<file path="src/rtl/ctkd_ram.sv">
// Generic single-write, single-read memory with registered read data.
// Stand-alone; no package needed.
module ctkd_ram #(
    parameter int WIDTH = 36,
    parameter int DEPTH = 4,
    localparam int AW = (DEPTH > 1) ? $clog2(DEPTH) : 1
)(
    input  logic             clk,
    input  logic             we,
    input  logic [AW-1:0]    waddr,
    input  logic [WIDTH-1:0] wdata,
    input  logic             re,
    input  logic [AW-1:0]    raddr,
    output logic [WIDTH-1:0] rdata
);

    logic [WIDTH-1:0] mem_reg [DEPTH];
    logic [WIDTH-1:0] rdata_reg;

    // write port and registered read port
    always_ff @(posedge clk)
    begin
        if (we)
        begin
            mem_reg[waddr] <= wdata;
        end
        if (re)
        begin
            rdata_reg <= mem_reg[raddr];
        end
    end

    assign rdata = rdata_reg;

endmodule

</file>
<file path="config.mk">
export PLATFORM = sky130hd
export DESIGN_NAME = ctkd_ram
export DESIGN_NICKNAME = d
export VERILOG_FILES = /design/src/rtl/ctkd_ram.sv
export SDC_FILE = /design/constraint.sdc
export NUM_CORES = 1
export LEC_CHECK = 0
export BUFFER_PORTS_ARGS = -buffer_cell sky130_fd_sc_hd__buf_2
export CAP_MARGIN = 20
export CORE_MARGIN = 2
export CORE_UTILIZATION = 50
export CTS_BUF_LIST = sky130_fd_sc_hd__clkbuf_4 sky130_fd_sc_hd__clkbuf_8 sky130_fd_sc_hd__clkbuf_16
export CTS_CLUSTER_SIZE = 8
export DETAILED_ROUTE_END_ITERATION = 10
export PLACE_DENSITY = 0.74
export SETUP_SLACK_MARGIN = 0.1
export SYNTH_ARGS = -nofsm -noshare
export SYNTH_HDL_FRONTEND = slang
export SYNTH_SLANG_ARGS = --single-unit
</file>
<file path="constraint.sdc">
create_clock -name clk -period 3.6 [get_ports clk]
set_input_delay 0.54 -clock clk [delete_from_list [all_inputs] [get_ports clk]]
set_output_delay 0.54 -clock clk [all_outputs]
set_load 0.01 [all_outputs]
</file>
Word-level counts from Yosys, hierarchy flattened

Memories as Yosys holds them, arrays and structs flattened. A register that Yosys moved wholly into a read port is not among the register bits.
Cells that the tools add are included.

Memories kept: 1
Logic and storage cells: 3
Input port bits: 43
Register bits after elaboration: 0
RAM bits: 144
Output and inout port bits: 36

Memory list:

| memory  | depth | bits a word | read ports | clocked after memory_dff | wr ports | RTL line | RTL |
|---|---|---|---|---|---|---|---|
| mem_reg | 4     | 36          | 1          | 1                        | 1        | 17       | `logic [WIDTH-1:0] mem_reg [DEPTH];` |

Mux-type cells: 2

Operators with widths:

| cell              | number |
|---|---|
| two-way mux 1 bit | 2 |

Longest topological paths before layout

Word-level depth: 2
Mapped depth: 3

Worst setup path before layout

OpenSTA, ideal clock, no wires.

Path type: input-to-reg
From: in waddr[1]
To: mem mem_reg[0][0], enable pin
Path buffers: 0
Cell stages on the path: 1
Slack: -0.113 ns
Required time: 3.118 ns
Library setup time: 0.482 ns
Data arrival time: 3.230 ns
Cells stage by stage: nor3b_1

RTL lines:

| item            | RTL line | RTL |
|---|---|---|
| start, declared | 10       | `input logic [AW-1:0] waddr,` |
| end, declared   | 17       |  |

No word-level cell before the write port.

Final worst setup path

From: in raddr[0]
To: reg rdata_reg[27], in the netlist rdata[27] (read register of mem_reg), data pin

RTL lines:

| item            | RTL line | RTL |
|---|---|---|
| start, declared | 13       | `input logic [AW-1:0] raddr,` |
| end, declared   | 18       | `logic [WIDTH-1:0] rdata_reg;` |

No word-level cell between the ends.

==> flow_summary.ini <==
[detailed_routing]
wl_per_cell_um = 20.76
drt_iter0_markers = 217
totalWireLength_um = 10440
postRouteAntennaNets = 0
drc = 0
firstDrtPassIters = 4
viasPerCell = 5.266
vias = 2649

[setup_path]
crit_family = buffers and inverters
cp.required_ps = 3750
timing.rr.end = rdata[2]$_DFFE_PP_
cpPeakStageDelay_ps = 540
crit_buf_inv = 2
startpoint = raddr[0]
reg2reg_depth = 1
crit_type = input pin to flip-flop
setup.worst_path.end_class = flip-flop
worst_path_max_delay_cell = mux4_2
r2r_setup_slack_ps = 2440
cp.arrival_ps = 1970
worst-path-max-fanout = 21
cp_cell_sequence = buf_2 > buf_4 > mux4_2
cp-start-kind = input pin
timing.rr.start = mem_reg[1][2]$_DFFE_PP_

[pwr]
power_density_nw_per_um2 = 604.5
swShare_pct = 18.74
power_switching_mw = 0.8507
power_frac_seq_pct = 54.4
ir_worst_vdd_v = 0.0002951
power_frac_comb_pct = 4.7
p_leak_nw = 2.569
p_int_mw = 3.689
clockPowerShare_pct = 40.9

[place]
placed_area_um2 = 6913
pre_cts_ws_ps = 1300
port_buffers = 78
place_congestion = 0.6884

[die]
io_pins = 79
die_w_um = 116.8
coreArea_um2 = 12520
initial_core_util_pct = 50.82
dieArea_um2 = 13640
std_cell_rows = 41
die_y_um = 116.8

[clocking]
cts_buffer_depth = 2
ctsHtreeMaxLevel = 4
cts_hold_buf = 0
cts_buffers = 17
clkLatencyLatePin_ps = 410
cts_root_buf = clkbuf_16
cts_resized = 0
post-cts-setup-buffers = 0
cts.sinks = 180
clk_pin_slew_ps = 60
tritoncts = yes

[layout]
final_area_um2 = 7510
drive_gt1_share_pct = 43.20
final_common_cell = edfxtp_1
area_delta_synth_final_pct = 18.06
final_cell_mix = 180 x edfxtp_1, 78 x buf_2, 30 x mux4_2
seq_area_um2 = 5405
diodes = 0
nFillCells = 898
largest_reg_flops = 144
multi_input_area_um2 = 879.6
nNetsFinal = 363

[global_routing]
grt_util_met3_pct = 6.025
track_usage_pct = 16.77
gr-total-overflow = 0
grt_max_degree = 37
grt_pass1_vias = 2863
grtUsageMet1_pct = 20.04
grt.busiest_layer = met2
use_met2_pct = 28.44
antenna_found_initial = 0
grt_pass1_wl_um = 15790

[synth]
netlist_area_um2 = 6361
yosys_warnings = 0
netlist_instances = 228
ys_seq_area_share_pct = 84.97
ys_types = 10
ys_ff_latch = 180
synth_area_per_cell_um2 = 27.90
syn_nets = 271

[worst_hold_path]
hold_path_end = mem_reg[1][0]$_DFFE_PP_
worstHoldPathType = input pin to flip-flop
min_from = wdata[0]
hold_depth = 1

[sta]
finalSetupTns_ps = 0
period_minus_slack_ps = 1826
setup_viol = 0
finalHoldWorstSlack_ps = 341.0
timing.final.crit_share_pct = 50.72
finalHoldViolations = 0
slew_headroom_pct = 34.67
drv_slew = 0
fmax_ghz = 0.5476
rsz0062_at_grt = no
worstMarginPinSlew_ps = 980.0
fin_skew_ps = 5.629
layout_setup_ws_ps = 1774

[status]
status = complete, no violations

[job]
cap_violations = 0
[how the worst max path moves through the flow]
stage                                          to  slack [ps]  cells past startpoint
final                         rdata[27]$_DFFE_PP_        1770                      3
after global routing          rdata[22]$_DFFE_PP_        1660                      3
after CTS                     rdata[30]$_DFFE_PP_        1740                      3
after detailed placement      rdata[28]$_DFFE_PP_        1300                      3
after global placement        rdata[30]$_DFFE_PP_        1340                      3
after floorplan           mem_reg[0][0]$_DFFE_PP_        1170                      1
[routing by layer]
| layer | vias up | routed length, µm |
|---|---|---|
| met2 | 80 | 5554 |
| li1 | 1177 | - |
| met4 | 0 | 148 |
| met3 | 13 | 571 |
| met1 | 1379 | 4166 |
| met5 | - | 0 |
[metrics by stage]
stage | cells | power (mW) | util [%]
global route | 503 | 4.671 | 60.00
finish | 503 | 4.540 | 60.00
CTS | 503 | 4.572 | 60.00
detailed placement | 473 | 2.732 | 55.23
global placement | 473 | 2.718 | 55.23
floorplan | 228 | 2.625 | -
[cell type report]
type	count	area share, %
sequential	180	71.98
clock inverter	12	2.183
multi-input combinational	40	11.71
clock buffer	18	5.765
timing repair buffer	81	5.498
tap	172	2.866
[power groups by stage]
| stage | sequential (mW) | clock [mW] | combinational (mW) |
|---|---|---|---|
| 5_1_grt | 2.48 | 1.96 | 0.235 |
| 3_3_place_gp | 2.50 | 0 | 0.213 |
| 3_5_place_dp | 2.51 | 0 | 0.220 |
| 4_1_cts | 2.47 | 1.88 | 0.220 |
| 6_report | 2.47 | 1.86 | 0.215 |
| 2_1_floorplan | 2.52 | 0 | 0.106 |
[Yosys cell counts (all sizes together)]
cell type	count	area [µm²]
edfxtp	180	5405
and3	1	6.260
mux4	36	833.3
buf	7	86.33
and3b	2	17.52
clkbuf	1	5.000
nor3b	1	7.510
[logic make-up after synthesis]
| logic type | count (synthesis) | synth area share (%) |
|---|---|---|
| flops | 180 | 84.97 |
| mux | 36 | 13.10 |
| buf+inv | 8 | 1.436 |
| simple gates | 4 | 0.4919 |
Note: power is estimated with default switching activity, not from simulation.
