--- src/rtl/ctkd_pkg.sv ---
// Shared types, constants and the fixed-point filter step of the touch key detector.
// Used by every module of the block but ctkd_ram; depends on nothing.
package ctkd_pkg;

    // field widths
    localparam int SAMPLE_W   = 10;
    localparam int FRAC_W     = 8;
    localparam int LEVEL_W    = SAMPLE_W + FRAC_W;
    localparam int COEFF_W    = 16;
    localparam int FACTOR_W   = 16;
    localparam int COUNT_W    = 8;
    localparam int THR_W      = LEVEL_W + FACTOR_W + 2;
    localparam int CFG_IDX_W  = 3;
    localparam int CFG_DATA_W = 16;
    localparam int IN_DATA_W  = 16;
    localparam int OUT_DATA_W = 8;

    // reset values of the configuration registers
    localparam logic [COEFF_W-1:0]  SLOW_COEFF_RST     = 16'd31654;
    localparam logic [COEFF_W-1:0]  FAST_COEFF_RST     = 16'd58655;
    localparam logic [FACTOR_W-1:0] PRESS_FACTOR_RST   = 16'd459;
    localparam logic [FACTOR_W-1:0] RELEASE_FACTOR_RST = 16'd393;
    localparam logic [COUNT_W-1:0]  STARTUP_COUNT_RST  = 8'd32;

    // configuration register indexes
    typedef enum logic [CFG_IDX_W-1:0] {
        REG_SLOW_COEFF     = 3'd0,
        REG_FAST_COEFF     = 3'd1,
        REG_PRESS_FACTOR   = 3'd2,
        REG_RELEASE_FACTOR = 3'd3,
        REG_STARTUP_COUNT  = 3'd4
    } cfg_reg_t;

    // one memory word: both filter levels of a key, unsigned Q10.8
    typedef struct packed {
        logic [LEVEL_W-1:0] slow;
        logic [LEVEL_W-1:0] fast;
    } level_pair_t;

    // decide stage status seen by the update stage
    typedef struct packed {
        logic valid;   // decide stage holds a word
        logic stay;    // that word fires a press, pointer holds
        logic move;    // that word leaves this cycle and is written back
        logic ready;   // decide stage can take a word this cycle
    } det_status_t;

    // result word, last field in the lowest bits
    typedef struct packed {
        logic [2:0] pad;
        logic [1:0] next_key;
        logic [1:0] pressed_key;
        logic       press_event;
    } out_word_t;

    // level + floor(coeff * (target - level) / 2^16), one multiply
    function automatic logic [LEVEL_W-1:0] iir_step(
        input logic [LEVEL_W-1:0] level,
        input logic [LEVEL_W-1:0] target,
        input logic [COEFF_W-1:0] coeff
    );
        logic signed [LEVEL_W:0]           diff;
        logic signed [LEVEL_W+COEFF_W+1:0] prod;
        logic signed [LEVEL_W:0]           step;
        logic        [LEVEL_W:0]           sum;
        diff = $signed({1'b0, target}) - $signed({1'b0, level});
        prod = diff * $signed({1'b0, coeff});
        step = prod[LEVEL_W+COEFF_W:COEFF_W];
        sum  = {1'b0, level} + $unsigned(step);
        return sum[LEVEL_W-1:0];
    endfunction

endpackage

--- src/rtl/ctkd_filter.sv ---
// Slow and fast IIR update of one key's level pair toward a new sample.
// Depends on ctkd_pkg for the level type and the filter step.
module ctkd_filter
    import ctkd_pkg::*;
(
    input  level_pair_t         levels,
    input  logic [SAMPLE_W-1:0] sample,
    input  logic [COEFF_W-1:0]  slow_coeff,
    input  logic [COEFF_W-1:0]  fast_coeff,
    output level_pair_t         updated
);

    logic [LEVEL_W-1:0] target;

    // pull both levels toward the sample in Q10.8
    always_comb
    begin
        target       = {sample, FRAC_W'(0)};
        updated.slow = iir_step(levels.slow, target, slow_coeff);
        updated.fast = iir_step(levels.fast, target, fast_coeff);
    end

endmodule

--- config.mk ---
export PLATFORM = sky130hd
export DESIGN_NAME = ctkd_filter
export DESIGN_NICKNAME = d
export VERILOG_FILES = /design/src/rtl/ctkd_pkg.sv /design/src/rtl/ctkd_filter.sv
export SDC_FILE = /design/constraint.sdc
export NUM_CORES = 2
export LEC_CHECK = 0
export BUFFER_PORTS_ARGS = -buffer_cell sky130_fd_sc_hd__clkbuf_2
export CAP_MARGIN = 10
export CORE_UTILIZATION = 60
export DETAILED_ROUTE_END_ITERATION = 8
export GPL_TIMING_DRIVEN = 0
export PLACE_DENSITY = 0.75
export SYNTH_ARGS = -nofsm -noshare
export SYNTH_HDL_FRONTEND = slang
export SYNTH_SLANG_ARGS = --single-unit
--- constraint.sdc ---
create_clock -name vclk -period 66.4
set_input_delay 19.92 -clock vclk [all_inputs]
set_output_delay 19.92 -clock vclk [all_outputs]
set_load 0.1 [all_outputs]
Word-level counts from Yosys, hierarchy flattened
Index checks and enable logic that the tools add are counted.

word-level totals
  flip-flop bits (word level) = 0
  output and inout bits = 36
  input bits = 78

operators by class
  add/subtract/negate cells = 4
  $mul = 2

operators with widths
  kind                          count
  multiplier 19 x 17 -> 34 bit  2
  subtractor 18 x 18 -> 19 bit  2
  adder 18 bit                  2

Logic depth before layout (Yosys ltp)
  depth after elaboration = 3
  mapped depth = 43
  mapped depth without buffers = 41

Worst setup path before layout
No wires, ideal clock.

  path kind = input-to-output
  start = input port levels[26] (netlist bit)
  end = output port updated[35] (netlist bit)
  arrival time = 30.325 ns
  required time = 46.480 ns
  slack = 16.155 ns
  stages = 42
  cell sequence = inv_1 -> ha_1 -> or3b_2 -> o41a_1 -> o21bai_2 -> a21o_1 -> a31o_4 -> nand4_1 -> a41oi_2 -> nor2_2 -> xnor2_2 -> buf_6 -> nand2_2 -> fa_1 -> fa_1 -> fa_1 -> inv_1 -> fa_1 -> [... 6 more ...] -> a21o_1 -> a21oi_1 -> nand2_1 -> a41oi_1 -> nor2_1 -> a21oi_1 -> nor2_1 -> a211o_1 -> xor2_1 -> ha_1 -> or2_2 -> a31oi_1 -> nor2b_1 -> a21oi_1 -> nor2b_1 -> o41ai_1 -> xnor2_1 -> xnor2_1

RTL lines
  what                RTL line           RTL
  start: declaration  ctkd_filter.sv:6   input level_pair_t levels,
  end: declaration    ctkd_filter.sv:10  output level_pair_t updated

==> run_results.csv <==
group,metric,value,unit
sta,period_share,0.777,
synthesis,synth_cells,2710,
drt,ant_nets,0,
place,gp_congestion,0.973,
drt,vias_per_cell,5.48,
floorplan,rows,72,
sta,setup_tns,0,ns
worst_setup_path,end_kind,"primary output",
place,dp_slack,14.98,ns
place,place.port_buffers,94,
worst_setup_path,path_max_fanout,10,
drt,wl_per_cell,18.7,um
global_route,grt_pass1_vias,20300,
global_route,antenna_found_initial,2,
worst_hold_path,hold_end,"updated[34]",
synthesis,synthMuxAreaShare,0,
synthesis,netlist_area,0.0237,mm2
floorplan,die_y,201,um
sta,fmax,19.4,MHz
sta,rsz0062_at_grt,"no",
worst_setup_path,max_stage_delay,0.71,ns
sta,hold_viol,0,
worst_setup_path,crit_type,"in -> out",
worst_setup_path,start_kind,"primary input",
synthesis,synth_warnings,0,
sta,worst_slack,14.79,ns
drt,drcViolationCount,0,
worst_setup_path,worst_path_most_repeated_cell,"fa_1",
clock_network,cts_resized,0,
worst_hold_path,hp-start,"levels[34]",
layout,post_route_cells_drive_above_1_share,0.0449,
layout,regArea,0,um2
global_route,grt_overflow,0,
synthesis,yosys.area_share.simple,0.157,
synthesis,seq_area_frac_synth,0,
worst_setup_path,worstPathRequired,46.48,ns
synthesis,synth_top_family_by_area,"adder cells",
floorplan,boundaryPins,114,
sta,max_slew.worst_pin.slew,1.10,ns
synthesis,yosys.area_share.xor_xnor,0.0466,
global_route,grtUsageTotal,0.324,
global_route,grt_max_degree,11,
status,status,"finished clean",
drt,dr.pass1.iters,6,
worst_hold_path,hold_path_class,"in -> out",
sta,finalSetupViolations,0,
floorplan,core-area,0.0388,mm2
floorplan,fp.dieArea,0.0403,mm2
job,maxCapViolCount,0,
synthesis,synthAdderAreaFrac,0.614,
worst_hold_path,holdPathStages,4,
sta,hold_slack,40.53,ns
synthesis,synth_nets,3600,
layout,area_delta_synth_final,4.75,%
layout,nFlopsAndLatches,0,
clock_network,postCtsHoldBufs,0,
global_route,grt_pass1_wl,102,mm
drt,dr_total_vias,18200,
layout,n_clock_buffer,0,
sta,finalMaxSlewViolations,0,
worst_setup_path,critPathArrivalTime,31.69,ns
layout,nNetsFinal,3697,
floorplan,initial_core_util,0.611,
layout,fill_cells,3301,
sta,fin_crit,51.61,ns
clock_network,cts_setup_buffers,0,
place,dp_hpwl,54.2,mm
synthesis,syn_area_per_cell,8.75,um2
floorplan,die_w,201,um
sta,relSlewSlack,0.259,
synthesis,synth_cell_type_count,63,
synthesis,synth-compound-area-share,0.0478,
drt,totalWireLength,62.0,mm
drt,first_iter_violations,1205,
worst_setup_path,worst_path_max_delay_cell,"nor2_1",
cells by family (layout without fill, tap and decap cells):
| family | count (synthesis) | after routing |
|---|---|---|
| and+or+nand+nor | 760 | 760 |
| adders and majority gates | 812 | 812 |
| xor gates and xnor gates | 123 | 123 |
| buffers and inverters | 846 | 941 |
| AOI/OAI and AO/OA | 169 | 169 |
| other | 0 | 1 |
metrics by stage:
stage,util,instances,area [um2]
floorplan,-,2710,23700
global placement,0.640,3322,24800
detailed placement,0.640,3323,24800
CTS,0.640,3323,24800
global route,0.640,3324,24800
finish,0.640,3324,24800
Yosys cell counts (2+ instances only):
master,count,share of area
xor2_1,31,0.011
nor2_1,44,0.0070
nor4_1,2,0.00053
nand2b_1,8,0.0021
nand2_1,358,0.057
buf_1,5,0.00079
nand3_1,11,0.0023
or4_1,2,0.00063
and3_1,10,0.0026
o41ai_2,2,0.0014
o41a_1,2,0.00095
a21o_1,21,0.0066
a211o_1,2,0.00074
nand4_1,8,0.0021
a21oi_1,58,0.012
fa_1,588,0.50
nor2b_1,10,0.0026
o211ai_1,4,0.0013
o2111ai_1,2,0.00074
nand2_2,10,0.0026
o21a_1,8,0.0025
inv_1,753,0.12
o21bai_1,9,0.0028
clkbuf_1,86,0.014
ha_1,224,0.12
xnor2_2,2,0.0014
xnor2_1,89,0.033
or2_2,5,0.0013
or3_1,4,0.0011
o21ai_0,23,0.0049
o21ai_1,4,0.00084
a211oi_1,4,0.0013
o41ai_1,3,0.0011
a41oi_1,2,0.00074
a31oi_1,7,0.0018
and2_1,259,0.068
a21boi_0,2,0.00063
nor3_1,22,0.0046
nor3b_1,2,0.00063
cell type report:
class / instances / area [um2] / share of cell area
Antenna cell: 1 / 2.50 / 0.000101
Timing Repair Buffer: 95 / 475 / 0.0191
Inverter: 753 / 2830 / 0.114
Tap cell: 518 / 648 / 0.0261
Buffer: 93 / 358 / 0.0144
Multi-Input combinational cell: 1864 / 20500 / 0.827
worst max-delay path, delay by kind of cell:
family	cells	cell delay [ns]
AOI/OAI and AO/OA	12	3.08
xor gates and xnor gates	3	0.50
adders and majority gates	9	3.94
buffers and inverters	9	2.45
and+or+nand+nor	8	1.79
worst max-delay path by stage:
| stage | endpoint | cells after the start | slack [ns] | start |
|---|---|---|---|---|
| after CTS | updated[35] | 41 | 14.90 | levels[18] |
| final | updated[35] | 41 | 14.79 | levels[18] |
| after detailed placement | updated[35] | 41 | 14.98 | levels[18] |
| after global placement | updated[17] | 41 | 14.86 | levels[0] |
| after floorplan | updated[35] | 42 | 16.16 | levels[26] |
| after global routing | updated[35] | 43 | 14.40 | levels[18] |
cells in the final DEF (no fill, tap or decap), types with 8 or more instances in the layout:
master    instances
inv_1           753
fa_1            588
nand2_1         358
and2_1          259
ha_1            224
clkbuf_2         94
xnor2_1          89
clkbuf_1         86
a21oi_1          58
nor2_1           44
xor2_1           31
o21ai_0          23
nor3_1           22
a21o_1           21
nand3_1          11
nor2b_1          10
and3_1           10
nand2_2          10
o21bai_1          9
nand4_1           8
nand2b_1          8
o21a_1            8
metal layers:
metal	vias to the layer above	routed length, um	GRT usage
met5	-	9	0
li1	8050	-	-
met4	2	2980	0.132
met2	766	31600	0.579
met3	185	4560	0.0399
met1	9227	22900	0.397
Power is not shown: default switching activity piles up to over one toggle a cycle in this logic, so the estimate is an artifact.
