File: src/rtl/ctkd_pkg.sv
// Shared types, constants and the fixed-point filter step of the touch key detector.
// Used by every module of the block but ctkd_ram; depends on nothing.
package ctkd_pkg;

    // field widths
    localparam int SAMPLE_W   = 10;
    localparam int FRAC_W     = 8;
    localparam int LEVEL_W    = SAMPLE_W + FRAC_W;
    localparam int COEFF_W    = 16;
    localparam int FACTOR_W   = 16;
    localparam int COUNT_W    = 8;
    localparam int THR_W      = LEVEL_W + FACTOR_W + 2;
    localparam int CFG_IDX_W  = 3;
    localparam int CFG_DATA_W = 16;
    localparam int IN_DATA_W  = 16;
    localparam int OUT_DATA_W = 8;

    // reset values of the configuration registers
    localparam logic [COEFF_W-1:0]  SLOW_COEFF_RST     = 16'd31654;
    localparam logic [COEFF_W-1:0]  FAST_COEFF_RST     = 16'd58655;
    localparam logic [FACTOR_W-1:0] PRESS_FACTOR_RST   = 16'd459;
    localparam logic [FACTOR_W-1:0] RELEASE_FACTOR_RST = 16'd393;
    localparam logic [COUNT_W-1:0]  STARTUP_COUNT_RST  = 8'd32;

    // configuration register indexes
    typedef enum logic [CFG_IDX_W-1:0] {
        REG_SLOW_COEFF     = 3'd0,
        REG_FAST_COEFF     = 3'd1,
        REG_PRESS_FACTOR   = 3'd2,
        REG_RELEASE_FACTOR = 3'd3,
        REG_STARTUP_COUNT  = 3'd4
    } cfg_reg_t;

    // one memory word: both filter levels of a key, unsigned Q10.8
    typedef struct packed {
        logic [LEVEL_W-1:0] slow;
        logic [LEVEL_W-1:0] fast;
    } level_pair_t;

    // decide stage status seen by the update stage
    typedef struct packed {
        logic valid;   // decide stage holds a word
        logic stay;    // that word fires a press, pointer holds
        logic move;    // that word leaves this cycle and is written back
        logic ready;   // decide stage can take a word this cycle
    } det_status_t;

    // result word, last field in the lowest bits
    typedef struct packed {
        logic [2:0] pad;
        logic [1:0] next_key;
        logic [1:0] pressed_key;
        logic       press_event;
    } out_word_t;

    // level + floor(coeff * (target - level) / 2^16), one multiply
    function automatic logic [LEVEL_W-1:0] iir_step(
        input logic [LEVEL_W-1:0] level,
        input logic [LEVEL_W-1:0] target,
        input logic [COEFF_W-1:0] coeff
    );
        logic signed [LEVEL_W:0]           diff;
        logic signed [LEVEL_W+COEFF_W+1:0] prod;
        logic signed [LEVEL_W:0]           step;
        logic        [LEVEL_W:0]           sum;
        diff = $signed({1'b0, target}) - $signed({1'b0, level});
        prod = diff * $signed({1'b0, coeff});
        step = prod[LEVEL_W+COEFF_W:COEFF_W];
        sum  = {1'b0, level} + $unsigned(step);
        return sum[LEVEL_W-1:0];
    endfunction

endpackage

File: src/rtl/ctkd_detect.sv
// Decide stage: press and release thresholds, per-key latch bits, result register.
// Depends on ctkd_pkg for the level, status and result word types.
module ctkd_detect
    import ctkd_pkg::*;
#(
    parameter int NUM_KEYS = 4,
    parameter int KW       = 2
)(
    input  logic                  clk,
    input  logic                  rst_n,
    input  logic                  load,
    input  logic [KW-1:0]         in_key,
    input  logic [KW-1:0]         in_adv_key,
    input  level_pair_t           in_levels,
    input  logic                  in_detect,
    input  logic [FACTOR_W-1:0]   press_factor,
    input  logic [FACTOR_W-1:0]   release_factor,
    output det_status_t           status,
    output logic [KW-1:0]         key,
    output logic [KW-1:0]         final_key,
    output level_pair_t           levels,
    output logic                  m_axis_tvalid,
    input  logic                  m_axis_tready,
    output logic [OUT_DATA_W-1:0] m_axis_tdata    // press_event, pressed_key[1:0], next_key[1:0]
);

    logic                  c_valid_reg;
    logic [KW-1:0]         c_key_reg;
    logic [KW-1:0]         c_adv_reg;
    level_pair_t           c_levels_reg;
    logic                  c_detect_reg;
    logic [NUM_KEYS-1:0]   latched_reg;
    logic                  o_valid_reg;
    out_word_t             o_data_reg;

    logic signed [LEVEL_W:0]     lvl_diff;
    logic signed [THR_W-1:0]     diff_scaled;
    logic [LEVEL_W+FACTOR_W-1:0] press_thr;
    logic [LEVEL_W+FACTOR_W-1:0] rel_thr;
    logic                        press_hit;
    logic                        rel_hit;
    logic                        c_move;
    logic                        stay;
    logic [KW-1:0]               fin_key;
    logic [KW+1:0]               key_ext;
    logic [KW+1:0]               fin_ext;
    out_word_t                   o_data_next;

    // compare (slow - fast) * 2^16 against both thresholds
    always_comb
    begin
        lvl_diff    = $signed({1'b0, c_levels_reg.slow}) - $signed({1'b0, c_levels_reg.fast});
        diff_scaled = $signed({lvl_diff[LEVEL_W], lvl_diff, FACTOR_W'(0)});
        press_thr   = press_factor * c_levels_reg.slow;
        rel_thr     = release_factor * c_levels_reg.slow;
        press_hit   = c_detect_reg && !latched_reg[c_key_reg]
                      && (diff_scaled > $signed({2'b00, press_thr}));
        rel_hit     = c_detect_reg && (diff_scaled < $signed({2'b00, rel_thr}));
    end

    // pointer decision and handshake toward the result register
    always_comb
    begin
        c_move  = c_valid_reg && (!o_valid_reg || m_axis_tready);
        stay    = c_valid_reg && press_hit;
        fin_key = stay ? c_key_reg : c_adv_reg;
        key_ext = {2'b00, c_key_reg};
        fin_ext = {2'b00, fin_key};

        o_data_next.pad         = '0;
        o_data_next.press_event = press_hit;
        o_data_next.pressed_key = press_hit ? key_ext[1:0] : 2'b00;
        o_data_next.next_key    = fin_ext[1:0];

        status.valid = c_valid_reg;
        status.stay  = stay;
        status.move  = c_move;
        status.ready = !c_valid_reg || c_move;
    end

    assign key           = c_key_reg;
    assign final_key     = fin_key;
    assign levels        = c_levels_reg;
    assign m_axis_tvalid = o_valid_reg;
    assign m_axis_tdata  = o_data_reg;

    // stage and result valid flags, latch bits
    always_ff @(posedge clk or negedge rst_n)
    begin
        if (!rst_n)
        begin
            c_valid_reg <= 1'b0;
            o_valid_reg <= 1'b0;
            latched_reg <= '0;
        end
        else
        begin
            if (load)
            begin
                c_valid_reg <= 1'b1;
            end
            else if (c_move)
            begin
                c_valid_reg <= 1'b0;
            end

            if (c_move)
            begin
                o_valid_reg <= 1'b1;
            end
            else if (m_axis_tready)
            begin
                o_valid_reg <= 1'b0;
            end

            // latch on a fresh press, drop once below the release level
            if (c_move && c_detect_reg)
            begin
                if (press_hit)
                begin
                    latched_reg[c_key_reg] <= 1'b1;
                end
                else if (rel_hit)
                begin
                    latched_reg[c_key_reg] <= 1'b0;
                end
            end
        end
    end

    // stage payload and result word
    always_ff @(posedge clk)
    begin
        if (load)
        begin
            c_key_reg    <= in_key;
            c_adv_reg    <= in_adv_key;
            c_levels_reg <= in_levels;
            c_detect_reg <= in_detect;
        end
        if (c_move)
        begin
            o_data_reg <= o_data_next;
        end
    end

    a_press_latches: assert property (@(posedge clk) disable iff (!rst_n)
        c_move && press_hit |=> latched_reg[$past(c_key_reg)])
        else $error("press did not latch its key");

    a_press_holds_pointer: assert property (@(posedge clk) disable iff (!rst_n)
        o_valid_reg && o_data_reg.press_event |-> o_data_reg.next_key == o_data_reg.pressed_key)
        else $error("pointer moved on a press word");

endmodule

File: config.mk
export PLATFORM = sky130hd
export DESIGN_NAME = ctkd_detect
export DESIGN_NICKNAME = d
export VERILOG_FILES = /design/src/rtl/ctkd_pkg.sv /design/src/rtl/ctkd_detect.sv
export SDC_FILE = /design/constraint.sdc
export NUM_CORES = 1
export LEC_CHECK = 0
export BUFFER_PORTS_ARGS = -buffer_cell sky130_fd_sc_hd__buf_2
export CAP_MARGIN = 20
export CORE_MARGIN = 10
export CORE_UTILIZATION = 59
export DETAILED_ROUTE_END_ITERATION = 7
export PLACE_DENSITY = 0.92
export SYNTH_ARGS = -nofsm -noshare
export SYNTH_HDL_FRONTEND = slang
export SYNTH_SLANG_ARGS = --single-unit
export TNS_END_PERCENT = 5
File: constraint.sdc
create_clock -name clk -period 13.9 [get_ports clk]
set_clock_uncertainty 0.05 [all_clocks]
set_input_delay 2.78 -clock clk [delete_from_list [all_inputs] [get_ports clk]]
set_output_delay 2.78 -clock clk [all_outputs]
set_load 0.005 [all_outputs]
# After elaboration in Yosys (flattened, before gate mapping)
# Index checks and enable logic that the tools add are counted.
# Widths: inputs -> output; s select.
[op_classes]
n_addsub = 1
n_mul = 2
order_cmp = 4
mux = 11
bitwise_logic = 3
n_reduce_logical = 16
[ops]
columns = ["op", "n"]
rows = [
  ["$mul 16x18->34", 2],
  ["$gt 35x35->1", 1],
  ["$lt 35x35->1", 1],
  ["$sub 18x18->19", 1],
  ["$mux 4", 2],
  ["$logic_and 1x1->1", 7],
  ["$mux 1", 6],
  ["$reduce_bool 2->1", 3],
  ["$and 4x4->4", 1],
  ["$not 4->4", 1],
  ["$or 4x4->4", 1],
  ["$logic_not 1->1", 3],
  ["$lt 2x3->1 const B", 1],
  ["$bmux 1 s2", 1],
  ["$demux 1 s2", 1],
  ["$ge 2x1->1 const B", 1],
  ["$logic_or 1x1->1", 2],
  ["$mux 2", 1],
  ["$reduce_and 2->1", 1],
]
[totals]
reg_bits = 52
input_bits = 77
out_inout_bits = 53
elab_cells = 48

# Logic depth before layout (Yosys ltp)
# Gate-level depths: netlist of the first run.
[depth]
ltp_word = 8
ltp_mapped = 34
mapped_depth_nobuf = 31

# Worst setup path before layout of the first run
# No wires, ideal clock.
[synth_path]
path_kind = "input to output"
from = "input press_factor[1]"
to = "output final_key[0]"
t_arrival_ns = 10.623
t_required_ns = 11.070
setup_slack_ns = 0.447
cell_stages = 30
path_buffers = 2
cell_sequence = "clkbuf_1 > nand2_1 > fa_1 > fa_1 > fa_1 > inv_1 > fa_1 > fa_1 > inv_1 > fa_1 > inv_1 > ha_1 > clkbuf_1 > a211o_1 > or3_1 > nor3_1 > o21ai_1 > nor2b_1 > a211o_1 > and3_1 > a211o_1 > ha_1 > nand3_1 > or4_1 > nor4_1 > o2111ai_1 > a2111oi_2 > nand4b_1 > nand3_2 > mux2_2"
[synth_between]
elab_chain_len = 5
[synth_rtl]
columns = ["element", "line", "source"]
rows = [
  ["start, declared", "ctkd_detect.sv:16", "input logic [FACTOR_W-1:0] press_factor,"],
  ["$mul 16x18->34", "ctkd_detect.sv:54", "press_thr = press_factor * c_levels_reg.slow;"],
  ["$gt 35x35->1", "ctkd_detect.sv:57", "&& (diff_scaled > $signed({2'b00, press_thr}));"],
  ["$logic_and 1x1->1", "ctkd_detect.sv:57", ""],
  ["$logic_and 1x1->1", "ctkd_detect.sv:65", "stay = c_valid_reg && press_hit;"],
  ["$mux 2", "ctkd_detect.sv:66", "fin_key = stay ? c_key_reg : c_adv_reg;"],
  ["end, declared", "ctkd_detect.sv:20", "output logic [KW-1:0] final_key,"],
]
# No other way between the ends.

# Final worst setup path of the first run
[layout_path]
from = "input press_factor[4]"
to = "output final_key[1]"
# Same word-level chain as after synthesis.

==> metrics.yaml, run 1 <==
synth_area_leader_cell: "fa_1"
start_kind: "input pin"
drv_slew: 0
synth_cells: 2578
grt_pass1_vias: 20929
cts_tree: "yes"
first_iter_violations: 1585
outcome: "finished, final reports clean"
holdPathStages: 2
die_h_um: 216
yosysMostFrequentCell: "inv_1"
antenna_found_initial: 1
hold_slack_ns: 0.501
timing.fmax_mhz: 72.6
portBuffers: 126
wl_per_cell_um: 19.1
ys_async_sr_fraction_pct: 11.5
critical_path.top_delay_family: "adder cells"
ys_seq_area_share_pct: 6.74
grt_pass1_wl_mm: 103
crit_type: "input pin to output pin"
critPathSlowestCell: "or4_4"
synth_top_area_share_pct: 39.2
cp-end-kind: "output pin"
cts_root_buf: "clkbuf_16"
dpl.hpwl_mm: 49.5
area_growth_pct: 7.33
grt_max_degree: 43
dieWidth_um: 216
synth_area_leaders: "fa_1 (39%), ha_1 (15%), inv_1 (9.5%)"
overflow: 0
cp.required_ns: 11.07
post-route-drc-count: 0
clk_latency_ns: 0.33
layout.nets: 3445
postRouteAntennaNets: 0
rr_worst_depth: 30
rsz0062_at_grt: "true"
synth_ff_type: "edfxtp_1"
relSlewSlack_pct: 19.2
num_rows: 71
largest_reg_flops: 36
hold_buffers: 0
numCtsBuffers: 5
rrSetupSlack_ns: 3.87
cts_buffer_depth: 2
final_area_mm2: 0.0244
die_area_mm2: 0.0468
place_area_mm2: 0.0239
place.gp.congestion: 0.935
core_area_mm2: 0.0378
synth_seq_cells: 52
start_util_pct: 60.1
worst-path-buf-inv: 6
final_layout_size_suffix_gt1_share_pct: 9.26
syn_area_per_cell_um2: 8.82
stdcell_count: 3169
num_vias: 18395
maxCapViolations: 0
drt_wl_total_mm: 60.4
setup-violations-final: 0
yosysUniqueCellTypes: 72
htreeDepth: 2
slowest_delay_ns: 0.62
via_per_inst: 5.80
ios: 130
cp_num_cells: 31
hold_violations: 0
synthesis.area_mm2: 0.0227
yosys_warnings: 0
drtPass1Iterations: 5
period_minus_slack_ns: 13.77
cts.clk_slew.worst_paths_ns: 0.07
period_share_pct: 99.1
fin_util_pct: 64.5
worst-path-max-fanout: 7
track_usage_pct: 26.8
critPathArrivalTime_ns: 10.94
place_inst: 3154
yosys-top-cells-count: "inv_1 (578), fa_1 (445), nand2_1 (363)"
hp-class: "flop to flop"
antenna_cells: 0
synth_edf_count: 46
cts.sinks: 52
worstMarginPinSlew_ns: 1.20
[cell usage in the layout, fill, tap and decap left out, types with 35 or more instances in the layout]
cell type and count:
inv_1 574, fa_1 437, nand2_1 363, ha_1 259, and2_1 256, buf_2 120
a21oi_1 65, nor2_1 64, buf_4 48, edfxtp_1 46, o21ai_0 35
[routing by layer]
metal / global-route usage [%] / up-vias / part of all wire, %
met4: 13.1 / 2 / 5.0
met2: 45.0 / 963 / 48
met1: 32.2 / 9154 / 37
li1: - / 8071 / -
met3: 5.88 / 205 / 9.7
met5: 0 / - / 0.030
[timing repair]
action / CTS / global route
pin swaps: 0 / 25
gates resized for setup: 5 / 69
setup buffers: 0 / 7
setup endpoints to repair: 2 / 3
[layout make-up]
class	count	area [µm²]
Clock inverter	3	42.5
Clock buffer	5	125
Tap cell	511	639
Inverter	578	2170
Multi-Input combinational cell	1844	18800
Sequential cell	52	1530
Timing Repair Buffer	176	1050
Fill cell	3001	13500
[per-stage QoR]
step                      setup slack (ns)  setup TNS, ns
final                                0.129              0
after global routing                -0.127         -0.253
after CTS                           0.0452              0
after detailed placement            -0.142         -0.280
after global placement              0.0452              0
after floorplan                      0.447              0
[worst reg2reg max path: cells and delay by family (launching register included)]
kind / cells / cell delay, ns
AO/OA/AOI/OAI: 9 / 3.25
adder cells (fa/ha/maj): 8 / 3.57
buffers and inverters: 5 / 0.67
flip-flops: 1 / 0.96
multiplexers: 1 / 0.14
AND/OR/NAND/NOR: 7 / 1.32
[cells by family after synthesis]
group / Yosys count / share of synthesized area, %
and+or+nand+nor: 812 / 17.6
adders and majority gates: 711 / 53.8
buffers and inverters: 684 / 11.4
AOI/OAI and AO/OA: 257 / 7.88
DFF: 52 / 6.74
xor gates and xnor gates: 51 / 1.97
muxes: 10 / 0.512
other: 1 / 0.0165
[final timing paths]
kind | from | to
setup reg to reg | levels[28] | flop
hold / removal | flop | flop
hold reg to reg | flop | flop
max in group asynchronous | rst_n | async pin
setup / recovery | press_factor[4] | final_key[1]
min in group asynchronous | rst_n | async pin
Power of run 1 is left out: the tool's default activity adds up to more than one toggle a clock period on the data nets, which glitch-free logic cannot reach.
==> run 2, diff against run 1 <==
PLACE_DENSITY = 0.89   (was 0.92)
REMOVE_ABC_BUFFERS = 1   (was not set)
clock period = 17.5 ns   (was 13.9 ns; I/O delays follow)
==> metrics.yaml, run 2 (synthesis gave the netlist of run 1 again) <==
numCtsBuffers: 5  # unchanged
final_common_cell: "inv_1"
timing.rr.end: "m_axis_tdata[3]"
hold_violations: 0  # unchanged
grt_pass1_wl_mm: 98.7  # -3.7%
stdcell_count: 3140  # -0.92%
start_util_pct: 60.1  # unchanged
period_minus_slack_ns: 16.23
relSlewSlack_pct: 39.7  # +20 points
hp-class: "flop to flop"
place_inst: 3131  # -0.73%
holdPathStages: 2  # unchanged
first_iter_violations: 1335  # -16%
num_rows: 71  # unchanged
cts_root_buf: "clkbuf_16"
grt_pass1_vias: 19535  # -6.7%
layout.nets: 3415  # -0.87%
worstMarginPinSlew_ns: 0.904  # -0.292 ns
setup-violations-final: 0  # unchanged
die_area_mm2: 0.0468  # unchanged
portBuffers: 126  # unchanged
hold_buffers: 0  # unchanged
die_h_um: 216  # unchanged
final_cell_mix: "inv_1 (578), fa_1 (445), nand2_1 (363)"
postRouteAntennaNets: 0  # unchanged
post-route-drc-count: 0  # unchanged
drt_wl_total_mm: 59.2  # -2.0%
cts_buffer_depth: 2  # unchanged
place.gp.congestion: 0.930  # -0.57%
core_area_mm2: 0.0378  # unchanged
drtPass1Iterations: 5  # unchanged
place_area_mm2: 0.0237  # -0.72%
dieWidth_um: 216  # unchanged
worst_r2r_startpoint: "levels[30]"
rrSetupSlack_ns: 7.62  # +3.75 ns
grt_max_degree: 43  # unchanged
cts_tree: "yes"
num_vias: 17982  # -2.2%
cts.clk_slew.worst_paths_ns: 0.06  # about the same
use_met1_pct: 32.6  # +0.41 points
via_per_inst: 5.73  # -1.3%
overflow: 0  # unchanged
crit_path_frequent_cell: "fa_1"
start_kind: "input pin"
fin_util_pct: 63.1  # -1.4 points
maxCapViolations: 0  # unchanged
htreeDepth: 2  # unchanged
setup-tns-final_ns: 0  # unchanged
ios: 130  # unchanged
drv_slew: 0  # unchanged
cp-end-kind: "output pin"
cts_resized: 0  # -5
slowest_delay_ns: 0.62  # about the same
final_area_mm2: 0.0239  # -2.1%
grt.busiest_layer: "met2"
cts_setup_buffers: 0  # unchanged
fillers: 3092  # +3.0%
largest_reg_flops: 36  # unchanged
period_share_pct: 92.7
grtUsageMet3_pct: 5.85  # -0.028 points
wl_per_cell_um: 18.9  # -1.0%
outcome: "finished, final reports clean"
rsz0062_at_grt: "false"
rr_worst_depth: 29  # -3.3%
worst-path-max-fanout: 18  # +11
critPathArrivalTime_ns: 12.68  # +1.74 ns
critPathSlowestCell: "or4_1"
final_layout_size_suffix_gt1_share_pct: 6.51  # -2.7 points
clk_latency_ns: 0.29  # -0.04 ns
grt_use_met2_pct: 42.2  # -2.8 points
cts.sinks: 52  # unchanged
crit_type: "input pin to output pin"
area_growth_pct: 5.08
track_usage_pct: 25.8  # -1.0 points
timing.fmax_mhz: 61.6
dpl.hpwl_mm: 46.9  # -5.2%
cp.required_ns: 13.95  # +2.88 ns
antenna_found_initial: 0  # -1
==> run 2: cell types whose count changed in the layout (fill, tap and decap cells not counted), sizes merged <==
cell | previous run | this run
clkbuf | 6 | 7
bufinv | 1 | 0
diode | 0 | 1
buf | 175 | 146
clkinv | 2 | 1
==> run 2: per-layer routing <==
layer	up-vias	wire length (µm)	part of all wire (%)
li1	8003	-	-
met4	0	2790	4.7
met3	180	5780	9.8
met2	891	27900	47
met1	8908	22700	38
met5	-	0	0
==> run 2: stage by stage <==
step	hold slack [ns]	setup slack, ns
2_1_floorplan	0.447	2.88
6_report	0.511	1.27
4_1_cts	0.516	1.37
5_1_grt	0.548	0.890
3_5_place_dp	0.500	1.39
3_3_place_gp	0.475	1.72
==> run 2: cell type report <==
class / count / area, µm² / area share [%]
Antenna cell: 1 / 2.50 / 0.0105
Sequential cell: 52 / 1530 / 6.41
Clock buffer: 7 / 143 / 0.597
Timing Repair Buffer: 146 / 781 / 3.27
Clock inverter: 1 / 3.75 / 0.0157
Multi-Input combinational cell: 1844 / 18600 / 77.9
Inverter: 578 / 2170 / 9.08
Tap cell: 511 / 639 / 2.68
==> run 2: worst max-delay path by stage <==
| stage | from | endpoint |
|---|---|---|
| 2_1_floorplan | press_factor[4] | final_key[0] |
| 3_3_place_gp | press_factor[1] | final_key[1] |
| 3_5_place_dp | press_factor[1] | final_key[0] |
| 4_1_cts | press_factor[1] | final_key[0] |
| 5_1_grt | press_factor[1] | final_key[0] |
| 6_report | press_factor[1] | final_key[0] |
==> run 2: worst max-delay path: cells and delay by family <==
family	cells	cell delay, ns
AOI/OAI and AO/OA	6	1.49
adders and majority gates	8	3.73
buffers and inverters	5	0.61
muxes	1	0.37
and+or+nand+nor	10	2.98
Power of run 2 is left out for the same reason.
